## config.mk

```make
export PLATFORM = sky130hd
export DESIGN_NAME = cfa_ctrl
export DESIGN_NICKNAME = d
export VERILOG_FILES = /design/src/hw/rtl/assert_macros.svh /design/src/hw/rtl/cfa_pkg.sv /design/src/hw/rtl/cfa_ctrl.sv
export SDC_FILE = /design/constraint.sdc
export NUM_CORES = 1
export LEC_CHECK = 0
export ABC_AREA = 1
export BUFFER_PORTS_ARGS = -buffer_cell sky130_fd_sc_hd__buf_2
export CAP_MARGIN = 20
export CORE_MARGIN = 1
export CORE_UTILIZATION = 54
export CTS_CLUSTER_DIAMETER = 40
export DETAILED_ROUTE_END_ITERATION = 6
export PLACE_DENSITY = 0.86
export SLEW_MARGIN = 20
export SYNTH_ARGS = -nofsm -noshare
export SYNTH_HDL_FRONTEND = slang
export SYNTH_SLANG_ARGS = --single-unit
```

## constraint.sdc

```tcl
create_clock -name clk_i -period 2 [get_ports clk_i]
set_clock_uncertainty 0.1 [all_clocks]
set_input_delay 0.2 -clock clk_i [delete_from_list [all_inputs] [get_ports clk_i]]
set_output_delay 0.2 -clock clk_i [all_outputs]
set_load 0.02 [all_outputs]
```

## src/hw/rtl/assert_macros.svh

```systemverilog
// ----------------------------------------------------------------------------
// Assertion macros
// Shared concurrent assertion helpers for the allocator RTL.
// ----------------------------------------------------------------------------
`ifndef ASSERT_MACROS_SVH
`define ASSERT_MACROS_SVH

// prop must hold at every clock edge outside reset
`define CFA_ASSERT(lbl, clk, rstn, prop) \
  lbl: assert property (@(posedge clk) disable iff (!rstn) prop) \
    else $error("allocator assertion failed");

// cond must never be true outside reset
`define CFA_ASSERT_NEVER(lbl, clk, rstn, cond) \
  lbl: assert property (@(posedge clk) disable iff (!rstn) !(cond)) \
    else $error("allocator forbidden condition seen");

`endif

```

## src/hw/rtl/cfa_pkg.sv

```systemverilog
// ----------------------------------------------------------------------------
// cfa_pkg
// Types and codes shared by the contiguous fit allocator modules.
// ----------------------------------------------------------------------------
package cfa_pkg;

  // op field
  localparam logic [1:0] OP_REQUEST = 2'd0;
  localparam logic [1:0] OP_RELEASE = 2'd1;
  localparam logic [1:0] OP_COMPACT = 2'd2;
  localparam logic [1:0] OP_STATUS  = 2'd3;

  // strategy field
  localparam logic [1:0] STRAT_FIRST = 2'd0;
  localparam logic [1:0] STRAT_BEST  = 2'd1;
  localparam logic [1:0] STRAT_WORST = 2'd2;
  localparam logic [1:0] STRAT_BAD   = 2'd3;

  // result kind
  localparam logic [1:0] KIND_ANSWER = 2'd0;
  localparam logic [1:0] KIND_BLOCK  = 2'd1;
  localparam logic [1:0] KIND_HOLE   = 2'd2;

  // status codes
  localparam logic [2:0] ST_OK        = 3'd0;
  localparam logic [2:0] ST_NO_FIT    = 3'd1;
  localparam logic [2:0] ST_NO_OWNER  = 3'd2;
  localparam logic [2:0] ST_BAD_STRAT = 3'd3;
  localparam logic [2:0] ST_FULL      = 3'd4;

  // register map
  localparam int         PADDR_W         = 2;
  localparam logic [1:0] ADDR_TOTAL_SIZE = 2'd0;
  localparam logic [31:0] TOTAL_SIZE_RESET = 32'd1048576;

  typedef struct packed {
    logic [1:0]  op;
    logic [7:0]  owner_id;
    logic [31:0] request_size;
    logic [1:0]  strategy;
  } in_item_t;

  typedef struct packed {
    logic [1:0]  kind;
    logic [2:0]  status;
    logic [7:0]  entry_owner;
    logic [31:0] entry_start;
    logic [31:0] entry_size;
    logic        last;
  } out_item_t;

  typedef enum logic [3:0] {
    CMD_NONE,
    CMD_LOAD,
    CMD_RQ_SCAN,
    CMD_RQ_COMMIT,
    CMD_RL_SCAN,
    CMD_RL_POS,
    CMD_RL_COMMIT,
    CMD_RL_MISS,
    CMD_MG_STEP,
    CMD_MG_END,
    CMD_SORT,
    CMD_SLIDE,
    CMD_CP_END,
    CMD_LIST
  } cmd_e;

  typedef struct packed {
    cmd_e code;
    logic emit;
  } cmd_t;

  typedef struct packed {
    logic hole_end;
    logic block_end;
    logic sort_end;
    logic list_last;
    logic found;
  } sts_t;

endpackage

```

## src/hw/rtl/cfa_ctrl.sv

```systemverilog
// ----------------------------------------------------------------------------
// cfa_ctrl
// Sequencer for the allocator: walks each operation through its table passes.
// ----------------------------------------------------------------------------
module cfa_ctrl #(
  parameter int MAX_BLOCKS = 16
) (
  input  logic                              clk_i,
  input  logic                              rst_ni,
  input  logic                              in_valid_i,
  input  logic [1:0]                        in_op_i,
  input  logic                              out_free_i,
  input  cfa_pkg::sts_t                     sts_i,
  output logic                              in_stall_o,
  output cfa_pkg::cmd_t                     cmd_o,
  output logic [$clog2(2*MAX_BLOCKS+2)-1:0] idx_o
);

  localparam int IdxW = $clog2(2*MAX_BLOCKS+2);

  localparam logic [3:0] S_IDLE      = 4'd0;
  localparam logic [3:0] S_RQ_SCAN   = 4'd1;
  localparam logic [3:0] S_RQ_DONE   = 4'd2;
  localparam logic [3:0] S_RL_SCAN   = 4'd3;
  localparam logic [3:0] S_RL_POS    = 4'd4;
  localparam logic [3:0] S_RL_COMMIT = 4'd5;
  localparam logic [3:0] S_MERGE     = 4'd6;
  localparam logic [3:0] S_MG_END    = 4'd7;
  localparam logic [3:0] S_SORT      = 4'd8;
  localparam logic [3:0] S_SLIDE     = 4'd9;
  localparam logic [3:0] S_CP_END    = 4'd10;
  localparam logic [3:0] S_LIST      = 4'd11;

  logic [3:0]      state_q, state_d;
  logic [IdxW-1:0] idx_q, idx_d;
  cfa_pkg::cmd_e   code;

  always_comb begin
    state_d    = state_q;
    idx_d      = idx_q;
    code       = cfa_pkg::CMD_NONE;
    in_stall_o = 1'b1;
    unique case (state_q)
      S_IDLE: begin
        in_stall_o = 1'b0;
        if (in_valid_i) begin
          code  = cfa_pkg::CMD_LOAD;
          idx_d = '0;
          unique case (in_op_i)
            cfa_pkg::OP_REQUEST: state_d = S_RQ_SCAN;
            cfa_pkg::OP_RELEASE: state_d = S_RL_SCAN;
            cfa_pkg::OP_COMPACT: state_d = S_SORT;
            default:             state_d = S_LIST;
          endcase
        end
      end
      S_RQ_SCAN: begin
        if (sts_i.hole_end) begin
          state_d = S_RQ_DONE;
        end else begin
          code  = cfa_pkg::CMD_RQ_SCAN;
          idx_d = idx_q + 1'b1;
        end
      end
      S_RQ_DONE: begin
        if (out_free_i) begin
          code    = cfa_pkg::CMD_RQ_COMMIT;
          state_d = S_IDLE;
        end
      end
      S_RL_SCAN: begin
        if (sts_i.block_end) begin
          idx_d   = '0;
          state_d = S_RL_POS;
        end else begin
          code  = cfa_pkg::CMD_RL_SCAN;
          idx_d = idx_q + 1'b1;
        end
      end
      S_RL_POS: begin
        if (sts_i.hole_end) begin
          state_d = S_RL_COMMIT;
        end else begin
          code  = cfa_pkg::CMD_RL_POS;
          idx_d = idx_q + 1'b1;
        end
      end
      S_RL_COMMIT: begin
        if (sts_i.found) begin
          code    = cfa_pkg::CMD_RL_COMMIT;
          idx_d   = '0;
          state_d = S_MERGE;
        end else if (out_free_i) begin
          code    = cfa_pkg::CMD_RL_MISS;
          state_d = S_IDLE;
        end
      end
      S_MERGE: begin
        if (sts_i.hole_end) begin
          state_d = S_MG_END;
        end else begin
          code  = cfa_pkg::CMD_MG_STEP;
          idx_d = idx_q + 1'b1;
        end
      end
      S_MG_END: begin
        if (out_free_i) begin
          code    = cfa_pkg::CMD_MG_END;
          state_d = S_IDLE;
        end
      end
      S_SORT: begin
        if (sts_i.sort_end) begin
          idx_d   = '0;
          state_d = S_SLIDE;
        end else begin
          code  = cfa_pkg::CMD_SORT;
          idx_d = idx_q + 1'b1;
        end
      end
      S_SLIDE: begin
        if (sts_i.block_end) begin
          state_d = S_CP_END;
        end else begin
          code  = cfa_pkg::CMD_SLIDE;
          idx_d = idx_q + 1'b1;
        end
      end
      S_CP_END: begin
        if (out_free_i) begin
          code    = cfa_pkg::CMD_CP_END;
          state_d = S_IDLE;
        end
      end
      S_LIST: begin
        if (out_free_i) begin
          code = cfa_pkg::CMD_LIST;
          if (sts_i.list_last) begin
            state_d = S_IDLE;
          end else begin
            idx_d = idx_q + 1'b1;
          end
        end
      end
      default: state_d = S_IDLE;
    endcase
  end

  assign cmd_o.code = code;
  assign cmd_o.emit = (code == cfa_pkg::CMD_RQ_COMMIT) || (code == cfa_pkg::CMD_RL_MISS) ||
                      (code == cfa_pkg::CMD_MG_END) || (code == cfa_pkg::CMD_CP_END) ||
                      (code == cfa_pkg::CMD_LIST);
  assign idx_o = idx_q;

  always_ff @(posedge clk_i or negedge rst_ni) begin
    if (!rst_ni) begin
      state_q <= S_IDLE;
      idx_q   <= '0;
    end else begin
      state_q <= state_d;
      idx_q   <= idx_d;
    end
  end

endmodule

```

After elaboration in Yosys (flattened, before gate mapping)
Cells that the tools add are included.
{ "totals": {"register_bits": 10, "input_bits": 11, "elab_cells": 82} }
{ "op_classes": {"addsub": 1, "n_eq_ne": 31, "mux": 37, "reduce_logical": 11} }
{ "ops": {"columns": ["op", "n"], "rows": [
  ["2-to-1 mux 4 bit", 17],
  ["2-to-1 mux 6 bit", 8],
  ["case mux 4 bit (12 select lines)", 1],
  ["case mux 6 bit (7 select lines)", 1],
  ["case mux 4 bit (10 select lines)", 1],
  ["equality test 4 bit, second input constant", 7],
  ["inequality test 2 bit, second input constant", 13],
  ["equality test 4 x 3 -> 1 bit, second input constant", 5],
  ["equality test 4 x 2 -> 1 bit, second input constant", 3],
  ["2-to-1 mux 3 bit", 4],
  ["case mux 4 bit (3 select lines)", 1],
  ["AND reduction 9 bit", 1],
  ["AND reduction 7 bit", 1],
  ["nonzero test 7 bit", 1],
  ["adder 6 x 1 -> 6 bit, second input constant", 1],
  ["OR reduction 3 bit", 2],
  ["equality test 4 x 1 -> 1 bit, second input constant", 1],
  ["logical NOT 4 bit", 1],
  ["logical OR 1 bit", 4],
  ["2-to-1 mux 2 bit", 2],
  ["equality test 2 x 1 -> 1 bit, second input constant", 1],
  ["equality test 2 bit, second input constant", 1],
  ["logical NOT 2 bit", 1],
  ["2-to-1 mux 1 bit", 2]
]} }

Depth between registers and ports, before layout
Gate-level depths: netlist of run 1.
{ "logic_depth": {"word_depth": 8, "ltp_mapped": 11, "ltp_nobuf": 10} }

Worst setup path before layout of run 1
Ideal clock, no wire load.
{ "synth_timing": {"path_kind": "register -> output", "start": "register state_q[2]", "end": "output cmd_o[1] in the netlist's numbering", "arrival_time_ns": 1.449, "required_ns": 1.700, "slack_ns": 0.251, "path_stages_with_launch": 5, "n_path_buf": 1, "path_cell_list": "dfrtp_1 buf_6 nor2_2 nand2_1 o211ai_1"} }
{ "synth_lines": {"columns": ["element", "line_no", "rtl"], "rows": [
  ["start: declaration", "cfa_ctrl.sv:34", "logic [3:0] state_q, state_d;"],
  ["start signal: assignment", "cfa_ctrl.sv:160", "state_q <= state_d;"],
  ["end: declaration", "cfa_ctrl.sv:15", "output cfa_pkg::cmd_t cmd_o,"]
]} }

==> summary.md, run 1 <==
| Metric | Value |
|---|---|
| Status | finished clean |
| Fillers | 181 |
| Die height | between 40 and 50 microns |
| Number of synthesized flops with an enable pin | 0 |
| Synth top area cells | dfrtp_1 (22%), nand2_1 (19%), nand3_1 (12%), nand4_1 (6.6%), inv_1 (5.6%) |
| Hold crit path type | primary input to asynchronous set/reset pin |
| PD cells | roughly 1300 nW/um^2 |
| Drt wl/cell | about 13 microns |
| Register bit total from synthesis | 10 |
| Placer congestion estimate | approximately 1 |
| Via density | between 5 and 6 |
| IO buf count | 22 |
| Bufs and invs on worst path | 2 |
| Max Slew Vio Count | 0 |
| Period minus WS final | 1.898 ns |
| Clock sinks | 10 |
| Worst-case reg-to-reg path depth | 8 |
| Nets | between 200 and 250 |
| DRC viols | 0 |
| Post-synth cell types | 24 |
| CTS tree | yes |
| F_max | about 530 MHz |
| Final setup violation count | 0 |
| CP delay by family, top | simple AND/OR/NAND/NOR gates |
| Synthesized cell area | 1146 sq um |
| Final WL | around 3.0 mm |
| Critical R2R Capture | state_q[3]$_DFFE_PN0P_ |
| Post-Synth Simple-Gate Area | 62.55% |
| Drt first pass iters | 5 |
| Worst slew pin tran | roughly 0.31 ns |
| Core area | 1982 sq um |
| Switch share | between 50% and 60% |
| Reg-to-reg startpoint | state_q[2]$_DFFE_PN0P_ |
| Adder-cell area share of the yosys netlist | 1.092% |
| Vias post-DR | 1313 |
| Sw power | 1.002 mW |
| Worst Setup End Kind | primary output |
| Pin count of the biggest net entering global routing | 11 |
| Post-synthesis compound-gate area fraction | 2.729% |
| Area of the multi-input gates | roughly 800 sq um |
| Max Cap Viol | 0 |
| All-Layer GR Usage | between 20 and 30% |
| Post-synthesis sequential area ratio | between 20% and 30% |
| CP arrival | about 1.6 ns |
| Initial DRC count | 90 |
| Synth Area in XOR/XNOR | between 1.5 and 2% |
| Crit path required time | 1.70 ns |
| I/O pin total | 23 |
| Area growth syn-to-layout | 16.70% |
| Synthesized instance count | 184 |
| CP peak stage delay | ~0.47 ns |
| Std-Cell Rows | 16 |
| Synth Warn # | 0 |
| First-pass GRT wire length | roughly 4.5 mm |
| Die X | 48.07 microns |
| Synthesized Nets | 196 |
| Worst Setup SP | state_q[3]$_DFFE_PN0P_ |
| Syn_area_per_cell | 6.229 sq um |
| Setup_tns | 0 ns |
| Mux cell area share after synthesis | 0% |
| Fin. Hold Viols | 0 |
| CTS root buffer | clkbuf_4 |
| Clock Pin Slew Worst Setup and Hold Paths | around 0.07 ns |
| Pint | between 0.7 and 0.8 mW |
| CP max FO | 6 |
| Vias in the first global route | 1116 |
| Antenna diode count | 0 |
| Grt ovf | 0 |
| Critical-path top delay cell | dfrtp_2 |
| CTS Buf Count | 3 |
| Period utilization | 94.91% |
| H-tree depth | 1 |
| Share of layout cells above drive strength 1 | a little under a third |
| FFs w/ async S/R, synth | 100.0% |
| Crit Path Class | flip-flop to primary output |
| Ys flop type | dfrtp_1 |
| Clk_lat worst skew | roughly 0.26 ns |
| R2r setup slk | about 0.35 ns |
| Initial core utilization | between 50 and 60% |
| Share of total power in the clock network | between 8 and 9% |
| Largest family of logic cells by synthesized area | simple AND/OR/NAND/NOR gates |
| Combinational power share | 70.1% |
| Area leader, netlist | dfrtp_1 |
| Placed Area | 1262 sq um |
| Tot Pwr | 1.735 mW |
| Worst VDD drop | roughly 0.00079 V |
| Antenna viol nets, final | 0 |
| Die area | 2311 sq um |
| Clk buf depth | 2 |
| Register area | roughly 260 sq um |
| Synth top cells by count | nand2_1 (58), nand3_1 (28), inv_1 (17), nor2_1 (14), nand4_1 (12) |
| Sequential Power Share | approximately 22% |
| Initial antenna violation count | 0 |
| Detailed placement HPWL | about 2.3 mm |
| Slew headroom | 79.10% |
| Final Cell Area | between 1000 and 1500 sq um |
| Leakage power | approximately 0.79 nW |
| WHS | about 0.22 ns |
| Element type at the critical path start | flip-flop |
| Most common cell in the netlist | nand2_1 |
| Yosys top cell area share | between 20% and 30% |
| Crit path cell chain | inv_4 > nand2_2 > nor2_2 > nand2_1 > nand3_1 > nor2_1 > o211ai_1 > buf_4 |
## cell usage in the layout (no fill, tap or decap), drive strengths merged
cell	n
a21oi	2
buf	23
clkbuf	3
dfrtp	10
dlygate4sd3	1
ha	1
inv	24
nand2	67
nand3	33
nand3b	1
nand4	12
nor2	24
nor3	2
o211ai	1
o21ai	2
xor2	2
## power by group through the flow
stage,registers (mW),clock network (mW),logic [mW]
floorplan,0.328,0,0.956
global placement,0.355,0,1.14
detailed placement,0.357,0,1.16
CTS,0.354,0.145,1.17
global route,0.388,0.156,1.35
finish,0.379,0.140,1.22
## worst max-delay path by stage
stage / cells past startpoint / slack [ns] / endpoint
global placement: 8 / 0.33 / cmd_o[1]
finish: 8 / 0.10 / cmd_o[1]
global route: 7 / -0.04 / cmd_o[1]
CTS: 5 / 0.002 / cmd_o[0]
detailed placement: 5 / 0.29 / cmd_o[0]
floorplan: 4 / 0.25 / cmd_o[1]
## kinds of logic (layout without fill, tap and decap cells)
| group | after synthesis | in the layout |
|---|---|---|
| DFF | 10 | 10 |
| and+or+nand+nor | 139 | 139 |
| xor gates and xnor gates | 2 | 2 |
| buffers and inverters | 27 | 51 |
| adders and majority gates | 1 | 1 |
| AOI/OAI and AO/OA | 5 | 5 |
## final cells by class
type	count	area share, %
sequential	10	19.08
tap	27	2.526
inverter	24	6.922
clock buffer	3	1.684
multi-input combinational	147	60.06
timing repair buffer	24	9.729
## repair_timing
action / CTS / global route
setup buffers: 0 / 1
resized for setup: 0 / 12
endpoints found under the hold margin: 10 / 0
endpoints found under the setup margin: 0 / 5
hold buffers: 1 / 0
## routing by layer
| layer | vias to the layer above | wire length [microns] | GRT usage, % |
|---|---|---|---|
| li1 | 646 | - | - |
| met1 | 591 | 1179 | 34.75 |
| met2 | 68 | 1472 | 47.57 |
| met3 | 8 | 264 | 6.415 |
| met4 | 0 | 65 | 10.00 |
| met5 | - | 0 | 0 |
## registers in the layout, summed over array words and instances, names as in the netlist
signal,cells
idx_o,6
state_q,4
## per-stage QoR
stage	util, %	std cells	worst slack (ns)
2_1_floorplan	-	184	0.2509
3_3_place_gp	63.70	230	0.3287
3_5_place_dp	63.70	230	0.2944
4_1_cts	65.34	234	0.001737
5_1_grt	67.49	235	-0.03786
6_report	67.49	235	0.1019
No activity file was read; power rests on OpenSTA's default activity.
==> run 2, diff against run 1 <==
PLACE_DENSITY = 0.79   (was 0.86)
==> run 2 against run 1 <==
Net effect: final cell count rose by 2.6%; flip-flop and latch count did not move; worst hold slack got worse by 0.013 ns; critical endpoint is now cmd_o[2]; largest cell class unchanged.
==> summary.md, run 2 (synthesized netlist as in run 1, its figures left out) <==
| Metric | Value |
|---|---|
| Initial core utilization | roughly 58% |
| Placer congestion estimate | 0.9293 |
| CTS root buffer | clkbuf_4 |
| Area growth syn-to-layout | 21.40% |
| Initial antenna violation count | 0 |
| Fin. Hold Viols | 0 |
| Period minus WS final | roughly 1.9 ns |
| F_max | 525.6 MHz |
| Element type at the critical path start | flip-flop |
| Die area | approximately 2300 sq um |
| Grt ovf | 0 |
| Die height | ~48 microns |
| Worst VDD drop | between 0.0009 and 0.001 V |
| Status | finished clean |
| Final WL | roughly 3.2 mm |
| Pint | 0.8365 mW |
| Vias post-DR | roughly 1300 |
| Pre-CTS setup slack | roughly 0.24 ns |
| Initial DRC count | 58 |
| Clock sinks | 10 |
| Final setup violation count | 0 |
| Antenna diode count | 0 |
| Nets | 227 |
| WHS | around 0.21 ns |
| Crit Path Class | flip-flop to primary output |
| Leakage power | 0.8173 nW |
| Die X | 48.07 microns |
| Area of the multi-input gates | between 800 and 900 sq um |
| PnR worst setup slack | 0.09729 ns |
| Sw power | between 1 and 1.5 mW |
| Detailed placement HPWL | 2.466 mm |
| Drt first pass iters | 4 |
| Std-Cell Rows | 16 |
| Share of layout cells above drive strength 1 | about a third |
| First-pass GRT wire length | approximately 4.6 mm |
| Post-Layout Cell Count | between 200 and 250 |
| Most frequent cells in the layout | nand2_1 (58), nand3_1 (27), buf_2 (21) |
| PD cells | roughly 1400 nW/um^2 |
| IO buf count | 22 |
| CP arrival | between 1.5 and 2 ns |
| Clk_lat worst skew | approximately 0.27 ns |
| Register area | around 260 sq um |
| CTS tree | yes |
| Hold crit path type | primary input to asynchronous set/reset pin |
| Commonest non-fill, non-tap cell in the layout | nand2_1 |
| Placed insts | between 200 and 250 |
| Worst Setup End Kind | primary output |
| All-Layer GR Usage | between 20 and 30% |
| Antenna viol nets, final | 0 |
| Combinational power share | a little over two thirds |
| I/O pin total | 23 |
| Clk buf depth | 2 |
| Max Slew Vio Count | 0 |
| Worst slew pin tran | between 0.3 and 0.4 ns |
| Via density | around 5.4 |
| Sequential Power Share | about a fifth |
| Setup_tns | 0 ns |
| Max reg flops | 6 |
| Fillers | approximately 180 |
| H-tree depth | 1 |
| Core area | 1982 sq um |
| Switch share | between 50% and 60% |
| Vias in the first global route | 1036 |
| CTS Buf Count | 3 |
| Slew headroom | between 70% and 80% |
| Layout Utilization | 70.20% |
| Clock Pin Slew Worst Setup and Hold Paths | about 0.070 ns |
| CP max FO | 5 |
| Share of total power in the clock network | around a tenth |
| Period utilization | approximately 95% |
| Pin count of the biggest net entering global routing | 11 |
| Max Cap Viol | 0 |
| RSZ-0062 raised after global routing | false |
| DRC viols | 0 |
| Crit path required time | 1.70 ns |
| Drt wl/cell | 13.10 microns |
## run 2: changes by cell type in the layout (fill, tap and decap cells not counted)
cell,previous run,this run
buf_4,2,7
nor2_4,6,7
nor2_2,4,3
clkbuf_8,0,1
nand2_2,9,8
nand2_1,57,58
## run 2: cell type report
cell class              count  area share (%)
flip-flops and latches     10           18.35
clock buffers               4           2.608
repair buffers             29           12.05
multi-input cells         147           57.91
inverters                  24           6.655
well taps                  27           2.428
## run 2: worst paths after layout
kind                       slack (ns)  depth (start not counted)                   start                      to
max                               0.1                          6  state_q[3]$_DFFE_PN0P_                cmd_o[2]
min                              0.21                          2                  rst_ni    idx_o[3]$_DFFE_PN0P_
max reg2reg                      0.24                         10  state_q[3]$_DFFE_PN0P_    idx_o[5]$_DFFE_PN0P_
min reg2reg                      0.43                          2    idx_o[5]$_DFFE_PN0P_    idx_o[5]$_DFFE_PN0P_
max in group asynchronous        1.38                          2                  rst_ni  state_q[2]$_DFFE_PN0P_
min in group clk_i               0.23                          6                sts_i[2]    idx_o[3]$_DFFE_PN0P_
## run 2: stage by stage
stage | total power, mW | area [sq um]
after CTS | 1.762 | 1326
after global placement | 1.528 | 1262
after detailed placement | 1.537 | 1262
final | 1.889 | 1391
after floorplan | 1.284 | 1146
after global routing | 2.035 | 1391
## run 2: power by group through the flow
| stage | Clock (mW) | Sequential [mW] | Combinational (mW) |
|---|---|---|---|
| 2_1_floorplan | 0 | 0.328 | 0.956 |
| 3_3_place_gp | 0 | 0.359 | 1.17 |
| 3_5_place_dp | 0 | 0.363 | 1.17 |
| 4_1_cts | 0.192 | 0.373 | 1.20 |
| 5_1_grt | 0.202 | 0.386 | 1.45 |
| 6_report | 0.184 | 0.380 | 1.33 |
## run 2: routing by layer
metal	vias up	global-route usage [%]	routed length [microns]
met4	0	8.889	42
met1	587	39.82	1373
met5	-	0	0
met3	4	8.679	220
li1	657	-	-
met2	59	45.14	1519
## run 2: critical path: stages (launching register included)
cell,delay [ns]
dfrtp_2,0.46
buf_4,0.17
nor2_4,0.14
buf_4,0.16
nand3_1,0.12
nand4_1,0.11
buf_2,0.16
## run 2: timing repair
action	CTS	global route
gates resized for setup	5	7
pin swaps	0	1
setup buffers	1	5
endpoints found under the setup margin	2	5
hold buffers	1	0
hold endpoints to repair	10	0
==> run 3, diff against run 2 <==
--- a/config.mk
+++ b/config.mk
@@ -10,7 +10,9 @@
 export CAP_MARGIN = 20
+export CELL_PAD_IN_SITES_DETAIL_PLACEMENT = 0
+export CELL_PAD_IN_SITES_GLOBAL_PLACEMENT = 1
 export CORE_MARGIN = 1
-export CORE_UTILIZATION = 54
+export CORE_UTILIZATION = 37
 export CTS_CLUSTER_DIAMETER = 40
 export DETAILED_ROUTE_END_ITERATION = 6
-export PLACE_DENSITY = 0.79
+export PLACE_DENSITY_LB_ADDON = 0.1
 export SLEW_MARGIN = 20
==> constraint.sdc (replaced) <==
create_clock -name clk_i -period 2 [get_ports clk_i]
set_clock_uncertainty 0.1 [all_clocks]
set_input_delay 0.4 -clock clk_i [delete_from_list [all_inputs] [get_ports clk_i]]
set_output_delay 0.4 -clock clk_i [all_outputs]
set_load 0.02 [all_outputs]
==> run 3 against run 2 <==
Net effect: the run now ends with DRC, setup timing left; utilization down 14 points; routed wire length up 12%; flip-flop and latch count unchanged; worst setup slack worse by 0.15 ns; sequential share of layout area down 2.5 points; largest cell class unchanged.
==> summary.md, run 3 (synthesized netlist as in run 1, its figures left out) <==
| Metric | Value |
|---|---|
| Share of layout cells above drive strength 1 | slightly above 40% |
| Final setup violation count | 4 |
| Layout Utilization | 56.10% |
| Drt wl/cell | 13.56 microns |
| Post-Layout Cell Count | ~260 |
| Clk buf depth | 2 |
| Most frequent cells in the layout | nand2_1 (54), nand3_1 (23), buf_4 (20) |
| I/O pin total | 23 |
| Clk_lat worst skew | 0.27 ns |
| Grt ovf | 0 |
| Std-Cell Rows | 19 |
| Fin. Hold Viols | 0 |
| Antenna viol nets, final | 0 |
| Crit path required time | ~1.5 ns |
| Max Slew Vio Count | 0 |
| Vias post-DR | approximately 1400 |
| Bufs and invs on worst path | 1 |
| Worst VDD drop | slightly below 0.0007 V |
| Element type at the critical path start | flip-flop |
| Die X | around 58 microns |
| R2r setup slk | between 0.2 and 0.3 ns |
| Placed insts | between 200 and 250 |
| Nets | between 200 and 250 |
| Initial DRC count | 76 |
| First-pass GRT wire length | 5.934 mm |
| CP arrival | ~1.6 ns |
| Leakage power | approximately 0.91 nW |
| Initial antenna violation count | 0 |
| Status | complete, but fails checks |
| Setup_tns | -0.1406 ns |
| CTS tree | yes |
| Pin count of the biggest net entering global routing | 11 |
| F_max | about 490 MHz |
| Detailed placement HPWL | between 2 and 3 mm |
| Pre-CTS setup slack | between 0.09 and 0.1 ns |
| Max Cap Viol | 0 |
| DRC viols | 1 |
| Period minus WS final | 2.049 ns |
| Crit Path Class | flip-flop to primary output |
| RSZ-0062 raised after global routing | true |
| Area growth syn-to-layout | 39.63% |
| Slew headroom | 82.54% |
| Die area | about 3300 sq um |
| Worst Setup End Kind | primary output |
| CTS root buffer | clkbuf_4 |
| CP delay by family, top | simple AND/OR/NAND/NOR gates |
| Max reg flops | 6 |
| CP max FO | 7 |
| Worst slew pin tran | 0.2618 ns |
| Critical-path top delay cell | dfrtp_2 |
| PD cells | ~1400 nW/um^2 |
| Hold crit path type | primary input to asynchronous set/reset pin |
| Crit path cell chain | nand2_2 > nor2_2 > nand2_1 > nand3_1 > nor2_1 > o211ai_1 > buf_4 |
| Initial core utilization | 40.18% |
| Die height | 57.66 microns |
| CTS Buf Count | 3 |
| Final WL | between 3 and 4 mm |
| Period utilization | 102.5% |
| Core area | about 2900 sq um |
| Commonest non-fill, non-tap cell in the layout | nand2_1 |
| Clock sinks | 10 |
| H-tree depth | 1 |
| Placer congestion estimate | around 0.9 |
| Drt first pass iters | 6 |
| Failing checks | DRC, setup timing |
| Antenna diode count | 0 |
| CP peak stage delay | just under 0.5 ns |
| Vias in the first global route | roughly 1300 |
| PnR worst setup slack | -0.04933 ns |
| All-Layer GR Usage | a little under a quarter |
| Via density | between 5 and 6 |
| IO buf count | 22 |
| Clock Pin Slew Worst Setup and Hold Paths | approximately 0.08 ns |
run 3: cell types whose count changed in the layout (fill, tap and decap cells not counted), sizes merged:
cell	delta
buf	+15
clkbuf	+1
run 3: area by class of cell:
type | count | area (sq um)
fill | 285 | 1252
multi-input combinational | 147 | 863.3
timing repair buffer | 45 | 317.8
sequential | 10 | 254.0
inverter | 24 | 90.09
tap | 31 | 38.79
clock buffer | 4 | 36.28
run 3: timing repair:
| item | CTS | global route |
|---|---|---|
| gates resized for setup | 24 | 10 |
| endpoints found under the hold margin | 10 | 0 |
| hold buffers | 1 | 0 |
| setup buffers | 10 | 6 |
| setup endpoints to repair | 5 | 5 |
| pin swaps | 6 | 4 |
run 3: where the power goes:
group	internal, mW	switching [mW]
clock	0.111	0.0778
combinational	0.683	0.983
sequential	0.258	0.107
run 3: routing by layer:
metal  global-route usage [%]  up-vias  part of all wire, %
li1                         -      691                    -
met1                    31.81      654                   44
met2                    34.05       54                   47
met3                    8.036       10                  7.0
met4                    8.844        0                  2.0
met5                        0        -                    0
run 3: final timing paths:
path                                         from                     end  cells after the start
hold reg to reg              idx_o[5]$_DFFE_PN0P_    idx_o[5]$_DFFE_PN0P_                      2
setup / recovery           state_q[1]$_DFFE_PN0P_                cmd_o[1]                      7
min in group clk_i                       sts_i[4]    idx_o[5]$_DFFE_PN0P_                      6
hold / removal                             rst_ni    idx_o[3]$_DFFE_PN0P_                      2
setup reg to reg           state_q[3]$_DFFE_PN0P_    idx_o[1]$_DFFE_PN0P_                     10
max in group asynchronous                  rst_ni  state_q[1]$_DFFE_PN0P_                      2
run 3: stage by stage:
step | cell area [sq um] | hold WS, ns | total power [mW]
after floorplan | 1146 | 0.004409 | 1.284
after global placement | 1313 | 0.1701 | 1.628
after detailed placement | 1313 | 0.1747 | 1.632
after CTS | 1518 | 0.4066 | 2.073
after global routing | 1600 | 0.4161 | 2.400
final | 1600 | 0.4123 | 2.220
